--- src/hw/rtl/cdlu_pkg.sv ---
// shared types, constants and codes of the content directory
`timescale 1ns / 1ps
package cdlu_pkg;

  localparam int MAX_PEERS_DEF = 8;
  localparam int SLOTS_DEF     = 4;

  localparam int KEY_HI_W = 16;
  localparam int KEY_LO_W = 64;
  localparam int KEY_W    = KEY_HI_W + KEY_LO_W;
  localparam int LOC_W    = 64;
  localparam int CNT_W    = 16;
  localparam int ENTRY_W  = KEY_W + LOC_W + CNT_W;
  localparam logic [CNT_W-1:0] CNT_MAX = '1;

  typedef enum logic [2:0] {
    ACT_REG       = 3'd0,
    ACT_SEARCH    = 3'd1,
    ACT_DEREG     = 3'd2,
    ACT_DEREG_ALL = 3'd3,
    ACT_LIST      = 3'd4
  } action_t;

  typedef enum logic [3:0] {
    ST_ACK    = 4'd0,
    ST_FOUND  = 4'd1,
    ST_ITEM   = 4'd2,
    ST_END    = 4'd3,
    ST_NOPEER = 4'd4,
    ST_PFULL  = 4'd5,
    ST_DUP    = 4'd6,
    ST_SFULL  = 4'd7,
    ST_NOCONT = 4'd8
  } status_t;

  typedef enum logic [1:0] {
    EK_PLAIN,
    EK_FOUND,
    EK_ITEM
  } emit_kind_t;

  typedef enum logic [3:0] {
    S_IDLE,
    S_DISPATCH,
    S_PEER_SCAN,
    S_SLOT_RD,
    S_SLOT_CMP,
    S_NEW_PEER,
    S_ADD,
    S_SHIFT_RD,
    S_SHIFT_WR,
    S_SRCH_SCAN,
    S_SRCH_DONE,
    S_SRCH_EMIT,
    S_LIST_RD,
    S_LIST_EMIT,
    S_WAIT_EMIT
  } state_t;

  // controller to datapath
  typedef struct packed {
    logic       cap;
    logic       clr_q;
    logic       clr_t;
    logic       inc_q;
    logic       inc_t;
    logic       clr_best;
    logic       srch_step;
    logic       q_from_best;
    logic       rd_slot;
    logic       rd_shift;
    logic       wr_shift;
    logic       new_peer;
    logic       add_entry;
    logic       clr_slots;
    logic       dec_slots;
    logic       bump;
    logic       emit;
    emit_kind_t emit_kind;
    status_t    emit_code;
  } cmd_t;

  // datapath to controller
  typedef struct packed {
    action_t action;
    logic    peer_end;
    logic    peer_hit;
    logic    peers_full;
    logic    slot_end;
    logic    slots_full;
    logic    slot_hit;
    logic    shift_more;
    logic    pipe_v;
    logic    best_hit;
    logic    out_free;
  } stat_t;

endpackage

--- src/hw/rtl/cdlu_ctrl.sv ---
// directory controller state machine
`timescale 1ns / 1ps
module cdlu_ctrl (
  input  logic            clk,
  input  logic            rst,
  input  logic            req_valid,
  output logic            req_ready,
  input  cdlu_pkg::stat_t st,
  output cdlu_pkg::cmd_t  cmd
);
  cdlu_pkg::state_t  state, state_next;
  cdlu_pkg::status_t res_code, res_code_next;

  // state register
  always_ff @(posedge clk) begin
    if (rst) begin
      state    <= cdlu_pkg::S_IDLE;
      res_code <= cdlu_pkg::ST_ACK;
    end else begin
      state    <= state_next;
      res_code <= res_code_next;
    end
  end

  // next state and commands
  always_comb begin
    state_next    = state;
    res_code_next = res_code;
    req_ready     = 1'b0;
    cmd           = '0;
    cmd.emit_kind = cdlu_pkg::EK_PLAIN;
    cmd.emit_code = res_code;
    case (state)
      cdlu_pkg::S_IDLE: begin
        req_ready = 1'b1;
        if (req_valid) begin
          cmd.cap      = 1'b1;
          cmd.clr_q    = 1'b1;
          cmd.clr_t    = 1'b1;
          cmd.clr_best = 1'b1;
          state_next   = cdlu_pkg::S_DISPATCH;
        end
      end
      cdlu_pkg::S_DISPATCH: begin
        case (st.action)
          cdlu_pkg::ACT_REG, cdlu_pkg::ACT_DEREG, cdlu_pkg::ACT_DEREG_ALL:
            state_next = cdlu_pkg::S_PEER_SCAN;
          cdlu_pkg::ACT_SEARCH: state_next = cdlu_pkg::S_SRCH_SCAN;
          cdlu_pkg::ACT_LIST:   state_next = cdlu_pkg::S_LIST_RD;
          default:              state_next = cdlu_pkg::S_IDLE;
        endcase
      end
      // linear search of the peer table
      cdlu_pkg::S_PEER_SCAN: begin
        if (st.peer_end) begin
          state_next = cdlu_pkg::S_WAIT_EMIT;
          if (st.action != cdlu_pkg::ACT_REG) begin
            res_code_next = cdlu_pkg::ST_NOPEER;
          end else if (st.peers_full) begin
            res_code_next = cdlu_pkg::ST_PFULL;
          end else begin
            state_next = cdlu_pkg::S_NEW_PEER;
          end
        end else if (st.peer_hit) begin
          if (st.action == cdlu_pkg::ACT_DEREG_ALL) begin
            cmd.clr_slots = 1'b1;
            res_code_next = cdlu_pkg::ST_ACK;
            state_next    = cdlu_pkg::S_WAIT_EMIT;
          end else begin
            cmd.clr_t  = 1'b1;
            state_next = cdlu_pkg::S_SLOT_RD;
          end
        end else begin
          cmd.inc_q = 1'b1;
        end
      end
      // content search within the found peer
      cdlu_pkg::S_SLOT_RD: begin
        if (st.slot_end) begin
          state_next = cdlu_pkg::S_WAIT_EMIT;
          if (st.action != cdlu_pkg::ACT_REG) begin
            res_code_next = cdlu_pkg::ST_NOCONT;
          end else if (st.slots_full) begin
            res_code_next = cdlu_pkg::ST_SFULL;
          end else begin
            state_next = cdlu_pkg::S_ADD;
          end
        end else begin
          cmd.rd_slot = 1'b1;
          state_next  = cdlu_pkg::S_SLOT_CMP;
        end
      end
      cdlu_pkg::S_SLOT_CMP: begin
        if (st.slot_hit) begin
          if (st.action == cdlu_pkg::ACT_REG) begin
            res_code_next = cdlu_pkg::ST_DUP;
            state_next    = cdlu_pkg::S_WAIT_EMIT;
          end else begin
            state_next = cdlu_pkg::S_SHIFT_RD;
          end
        end else begin
          cmd.inc_t  = 1'b1;
          state_next = cdlu_pkg::S_SLOT_RD;
        end
      end
      cdlu_pkg::S_NEW_PEER: begin
        cmd.new_peer  = 1'b1;
        res_code_next = cdlu_pkg::ST_ACK;
        state_next    = cdlu_pkg::S_WAIT_EMIT;
      end
      cdlu_pkg::S_ADD: begin
        cmd.add_entry = 1'b1;
        res_code_next = cdlu_pkg::ST_ACK;
        state_next    = cdlu_pkg::S_WAIT_EMIT;
      end
      // close the gap left by a removed entry
      cdlu_pkg::S_SHIFT_RD: begin
        if (st.shift_more) begin
          cmd.rd_shift = 1'b1;
          state_next   = cdlu_pkg::S_SHIFT_WR;
        end else begin
          cmd.dec_slots = 1'b1;
          res_code_next = cdlu_pkg::ST_ACK;
          state_next    = cdlu_pkg::S_WAIT_EMIT;
        end
      end
      cdlu_pkg::S_SHIFT_WR: begin
        cmd.wr_shift = 1'b1;
        cmd.inc_t    = 1'b1;
        state_next   = cdlu_pkg::S_SHIFT_RD;
      end
      // pipelined scan for the least-used match
      cdlu_pkg::S_SRCH_SCAN: begin
        cmd.srch_step = 1'b1;
        if (st.peer_end && !st.pipe_v) begin
          state_next = cdlu_pkg::S_SRCH_DONE;
        end
      end
      cdlu_pkg::S_SRCH_DONE: begin
        if (st.best_hit) begin
          cmd.q_from_best = 1'b1;
          state_next      = cdlu_pkg::S_SRCH_EMIT;
        end else begin
          res_code_next = cdlu_pkg::ST_NOCONT;
          state_next    = cdlu_pkg::S_WAIT_EMIT;
        end
      end
      cdlu_pkg::S_SRCH_EMIT: begin
        if (st.out_free) begin
          cmd.emit      = 1'b1;
          cmd.emit_kind = cdlu_pkg::EK_FOUND;
          cmd.emit_code = cdlu_pkg::ST_FOUND;
          cmd.bump      = 1'b1;
          state_next    = cdlu_pkg::S_IDLE;
        end
      end
      // list walk, one beat per entry
      cdlu_pkg::S_LIST_RD: begin
        if (st.peer_end) begin
          res_code_next = cdlu_pkg::ST_END;
          state_next    = cdlu_pkg::S_WAIT_EMIT;
        end else if (st.slot_end) begin
          cmd.inc_q = 1'b1;
        end else begin
          cmd.rd_slot = 1'b1;
          state_next  = cdlu_pkg::S_LIST_EMIT;
        end
      end
      cdlu_pkg::S_LIST_EMIT: begin
        if (st.out_free) begin
          cmd.emit      = 1'b1;
          cmd.emit_kind = cdlu_pkg::EK_ITEM;
          cmd.emit_code = cdlu_pkg::ST_ITEM;
          cmd.inc_t     = 1'b1;
          state_next    = cdlu_pkg::S_LIST_RD;
        end
      end
      cdlu_pkg::S_WAIT_EMIT: begin
        if (st.out_free) begin
          cmd.emit   = 1'b1;
          state_next = cdlu_pkg::S_IDLE;
        end
      end
      default: state_next = cdlu_pkg::S_IDLE;
    endcase
  end
endmodule

--- config.mk ---
export PLATFORM = sky130hd
export DESIGN_NAME = cdlu_ctrl
export DESIGN_NICKNAME = d
export VERILOG_FILES = /design/src/hw/rtl/cdlu_pkg.sv /design/src/hw/rtl/cdlu_ctrl.sv
export SDC_FILE = /design/constraint.sdc
export NUM_CORES = 1
export LEC_CHECK = 0
export ABC_AREA = 1
export BUFFER_PORTS_ARGS = -buffer_cell sky130_fd_sc_hd__buf_2
export CAP_MARGIN = 20
export CORE_MARGIN = 5
export CORE_UTILIZATION = 35
export DETAILED_ROUTE_END_ITERATION = 7
export HOLD_SLACK_MARGIN = 0.12
export PLACE_DENSITY = 0.71
export SETUP_SLACK_MARGIN = 0.15
export SYNTH_ARGS = -nofsm -noshare
export SYNTH_HDL_FRONTEND = slang
export SYNTH_SLANG_ARGS = --single-unit
--- constraint.sdc ---
create_clock -name clk -period 1.3 [get_ports clk]
set_input_delay 0.065 -clock clk [delete_from_list [all_inputs] [get_ports clk]]
set_output_delay 0.065 -clock clk [all_outputs]
set_load 0.005 [all_outputs]
After elaboration in Yosys (flattened, before gate mapping)
Index checks and enable logic that the tools add are counted.
{"block": "totals", "in_bits": 16, "ff_bits": 8}
{"block": "classes", "n_mux": 72, "n_eq_ne": 33, "n_reduce_logical": 11}
{"op": "4-bit two-way mux", "count": 29}
{"op": "4-bit case mux with 13 select lines", "count": 1}
{"op": "4-bit == test, second input constant", "count": 7}
{"op": "4-bit case mux with 7 select lines", "count": 1}
{"op": "1-bit two-way mux", "count": 27}
{"op": "2-bit inequality test, second input constant", "count": 9}
{"op": "4-bit by 3-bit == test with 1-bit output, second input constant", "count": 4}
{"op": "3-bit inequality test, second input constant", "count": 4}
{"op": "4-bit case mux with 3 select lines", "count": 1}
{"op": "6-bit case mux with 2 select lines", "count": 1}
{"op": "11-bit AND reduction", "count": 1}
{"op": "3-bit two-way mux", "count": 3}
{"op": "4-bit by 2-bit == test with 1-bit output, second input constant", "count": 2}
{"op": "8-bit two-way mux", "count": 1}
{"op": "7-bit two-way mux", "count": 1}
{"op": "7-bit nonzero test", "count": 1}
{"op": "3-bit by 2-bit == test with 1-bit output, second input constant", "count": 2}
{"op": "1-bit case mux with 2 select lines", "count": 3}
{"op": "1-bit case mux with 3 select lines", "count": 2}
{"op": "6-bit AND reduction", "count": 1}
{"op": "4-bit by 1-bit == test with 1-bit output, second input constant", "count": 1}
{"op": "4-bit logical NOT", "count": 1}
{"op": "2-bit two-way mux", "count": 2}
{"op": "4-bit inequality test, second input constant", "count": 1}
{"op": "other kinds (9)", "count": 10}

Depth between registers and ports, before layout
{"block": "logic_depth", "word_depth": 5, "depth_mapped": 11}

Least setup slack after synthesis
OpenSTA, ideal clock, no wires.
{"block": "synth_timing", "path_type": "reg-to-reg", "start": "reg state[3]", "end": "reg res_code[1]", "setup_slack_ps": -42, "path_stages_with_launch": 12, "t_required_ps": 1187, "setup_time_ps": 113, "n_path_buf": 0, "arrival_ps": 1229, "cell_sequence": "dfxtp_1 -> inv_2 -> nand2_1 -> nor2_1 -> nand2_1 -> nand2_1 -> nor2_1 -> nand2_2 -> nor2_4 -> nand2_1 -> nand2_1 -> nor2_1"}
{"block": "synth_via", "elab_chain_len": 4}
{"element": "from (decl)", "line": "cdlu_ctrl.sv:11", "text": "cdlu_pkg::state_t state, state_next;"}
{"element": "from (signal assigned)", "line": "cdlu_ctrl.sv:17", "text": "state <= cdlu_pkg::S_IDLE;"}
{"element": "from (signal assigned)", "line": "cdlu_ctrl.sv:20", "text": "state <= state_next;"}
{"element": "4-bit by 3-bit == test with 1-bit output", "line": "cdlu_ctrl.sv:33", "text": "case (state)"}
{"element": "2-bit OR reduction (no line)"}
{"element": "7-bit nonzero test (no line)"}
{"element": "11-bit AND reduction (no line)"}
{"element": "to (signal assigned)", "line": "cdlu_ctrl.sv:18", "text": "res_code <= cdlu_pkg::ST_ACK;"}
{"element": "to (signal assigned)", "line": "cdlu_ctrl.sv:21", "text": "res_code <= res_code_next;"}
{"element": "to (decl)", "line": "cdlu_ctrl.sv:12", "text": "cdlu_pkg::status_t res_code, res_code_next;"}
Parallel ways exist; a longest one is shown, timed or not.
A chain may end at the register's enable or synchronous reset.

Worst setup path in the final report
{"block": "layout_timing", "start": "reg state[3]", "end": "reg state[1]"}
{"block": "layout_via", "elab_chain_len": 4}
{"element": "4-bit == test", "line": "cdlu_ctrl.sv:33"}
{"element": "2-bit OR reduction (no line)"}
{"element": "2-bit by 1-bit inequality test with 1-bit output (no line)"}
{"element": "6-bit AND reduction (no line)"}
Parallel ways exist; a longest one is shown, timed or not.

==> metrics.csv <==
stage,metric,value,unit
timing,setup_viol,30,
layout,fin_cells,337,
cts,clockBufferDepth,2,
worst_setup_path,r2r_cells,11,
synthesis,yosysTopAreaCellShare,27.8,%
worst_setup_path,worstReg2RegEnd,state[1],
floorplan,num_rows,20,
synthesis,postSynthAreaPerCell,4.86,um^2
synthesis,synth_edf_count,0,
floorplan,start_util,35.9,%
hold_path,worstHoldPathType,primary input to flip-flop,
floorplan,die_h,65.3,um
run_status,failed_checks,setup timing,
cts,clock_sinks,8,
floorplan,ioPinCount,40,
global_route,antenna_found_initial,0,
synthesis,ys.flop_type,dfxtp_1,
cts,cts_tree,yes,
worst_setup_path,cp_slowest_cell,dfxtp_4,
worst_setup_path,cp.required,1.49,ns
detailed_routing,wire_per_inst,12.8,um
worst_setup_path,critPathBufInv,3,
worst_setup_path,cp_top_family,simple AND/OR/NAND/NOR gates,
synthesis,netlist_area,1070,um^2
worst_setup_path,path_common_cell,nand2_1,
synthesis,synth_top_area_cell,nand2_1,
detailed_routing,postRouteWirelength,4300,um
timing,fin_skew,0.00364,ns
timing,maxSlewViolCount,0,
worst_setup_path,crit_type,flip-flop to flip-flop,
timing,worst_pin_slew,0.249,ns
global_route,gr-usage-all-layers,19.4,%
worst_setup_path,cp.arrival,1.67,ns
cts,insertion_delay,0.26,ns
power,ir_drop,945,uV
timing,setup_slack,-0.175,ns
synthesis,ys_seq_elements,8,
floorplan,dieArea,4260,um^2
timing,hold_viol,0,
worst_setup_path,setup.worst_path.start_class,flip-flop,
synthesis,ys.warnings.count,0,
synthesis,syn_inst,220,
timing,fin_crit,1.47,ns
hold_path,min-delay-start,st[9],
cts,clk_pin_slew,0.06,ns
global_route,grt_max_degree,7,
detailed_routing,viasPerCell,4.94,
worst_setup_path,path_max_fanout,6,
detailed_routing,wl_met1,1600,um
detailed_routing,wl_met2,2380,um
worst_setup_path,rrSetupSlack,-0.17,ns
global_route,grt_pass1_wl,6570,um
floorplan,core_area,2980,um^2
cts,cts_buffers,3,
floorplan,die_w,65.3,um
synthesis,ys_seq_area_share,15.0,%
detailed_routing,antenna_left,0,
timing,max_slew_margin,83.3,%
global_route,grt_overflow,0,
global_route,grt_pass1_vias,1559,
run_status,outcome,"finished, violations left",
synthesis,synth_cell_types,21,
layout,num_antenna_cells,0,
worst_setup_path,reg2reg_from,state[3],
synthesis,syn_nets,236,
hold_path,whs_path_depth,6,
flow_run,cap_violations,0,
timing,finalCritPeriodShare,113,%
layout,fin_util,67.6,%
timing,fmax,0.678,GHz
placement,dp_cells,315,
timing,grt_setup_unrepaired,yes,
placement,numPortBuffers,39,
layout,final_nets,321,
detailed_routing,wl_met3,248,um
detailed_routing,firstDrtPassIters,4,
placement,dp_hpwl,2970,um
power,leakage,1.21,nW
detailed_routing,drc,0,
cts,clockRootBuffer,clkbuf_4,
detailed_routing,drt_iter0_drc,95,
worst_setup_path,cp-end-kind,flip-flop,
worst_setup_path,critPathMaxStageDelay,0.39,ns
cts,htreeDepth,1,
power,p_per_area,1950,nW/um^2
synthesis,synthTopCellsByArea,"nand2_1, nor2_1, dfxtp_1",
detailed_routing,via_count,1666,
hold_path,min_to,res_code[0],
synthesis,ys_async_sr_fraction,0,%
layout,syn2layout_area_growth,88.5,%
placement,place.gp.congestion,1.00,
worst_setup_path,cp.depth,11,
layout,drive_gt1_share,52.0,%
worst_setup_path,path_cells,"inv_8, nand2_8, nor2_4, buf_6, buf_6, nand2_1, nand2_1, nor2_2, nand3_1, nand2_1, a21oi_2",
detailed_routing,top_layer_used,met4,
[stage by stage]
| stage | hold slack (ns) | setup slack (ns) | TNS (ns) | cell area [um^2] | power (mW) |
|---|---|---|---|---|---|
| CTS | 0.275 | -0.143 | -2.11 | 1820 | 3.26 |
| floorplan | 0.124 | 0.0583 | 0 | 1120 | 1.88 |
| global placement | 0.283 | -0.144 | -0.613 | 1530 | 2.54 |
| finish | 0.284 | -0.175 | -3.16 | 2010 | 3.94 |
| global route | 0.332 | -0.248 | -5.31 | 2010 | 4.26 |
| detailed placement | 0.291 | -0.140 | -0.748 | 1530 | 2.55 |
[synthesized netlist by cell type (2+ instances only)]
| library cell | number |
|---|---|
| nand3_1 | 19 |
| nand2_1 | 79 |
| nand3b_1 | 2 |
| o21ai_0 | 3 |
| inv_2 | 4 |
| a21oi_1 | 7 |
| nand2_2 | 2 |
| dfxtp_1 | 8 |
| nor2_1 | 47 |
| nor2_4 | 3 |
| inv_1 | 34 |
| buf_4 | 2 |
| nor3_1 | 2 |
[area by class of cell]
type / count / area, um^2
Multi-Input combinational cell: 172 / 1020
Fill cell: 251 / 963
Timing Repair Buffer: 82 / 589
Sequential cell: 8 / 175
Inverter: 38 / 160
Tap cell: 33 / 41.3
Clock buffer: 4 / 26.3
[worst max-delay path by stage]
stage               startpoint     endpoint  slack (ns)
finish                state[3]     state[1]       -0.17
global route          state[1]  res_code[2]       -0.25
CTS                   state[3]      cmd[20]       -0.14
detailed placement    state[3]  res_code[3]       -0.14
global placement      state[3]  res_code[3]       -0.14
floorplan             state[3]     state[0]        0.06
[registers in the layout (all words and copies together), names as in the netlist]
signal / count
state: 4
res_code: 4
[routing by layer]
| layer | vias to the layer above | GRT usage, % |
|---|---|---|
| met1 | 768 | 22.6 |
| met3 | 7 | 3.08 |
| met5 | - | 0 |
| met2 | 55 | 37.0 |
| li1 | 836 | - |
| met4 | 0 | 3.63 |
[cell families (layout without fill, tap and decap cells)]
family / Yosys count / after routing / synth area share (%)
buffers and inverters: 40 / 124 / 14.8
AOI/OAI and AO/OA: 13 / 13 / 6.67
DFF: 8 / 8 / 15.0
and+or+nand+nor: 159 / 159 / 63.6
[layout by cell type, fill, tap and decap left out, types with 6 or more instances in the layout]
master   instances
nand2_1         60
buf_2           36
buf_4           31
nor2_1          28
inv_1           27
nand2_2         15
nand3_1         13
buf_6           13
nor2_4          12
nor2_2          11
inv_2            7
nand2_4          6
[worst reg2reg max path: cells and delay by family, from the launching register on]
family	cells	cell delay, ns
flops	1	0.39
compound gates	1	0.11
simple gates	7	0.58
buf+inv	3	0.33
[timing repair]
action | in CTS | in global routing
gates resized for setup | 53 | 34
endpoints found under the setup margin | 32 | 32
hold endpoints to repair | 4 | 0
hold buffers | 1 | 0
cloned | 0 | 0
pin swaps | 15 | 22
setup buffers | 9 | 8
[power breakdown]
part	leakage (nW)	internal [mW]	switching [mW]	total [mW]
sequential	0.0683	0.380	0.166	0.546
clock	0.0150	0.118	0.0934	0.211
combinational	1.12	1.50	1.68	3.18
total	1.21	2.00	1.94	3.94
No activity file was read; power rests on OpenSTA's default activity.
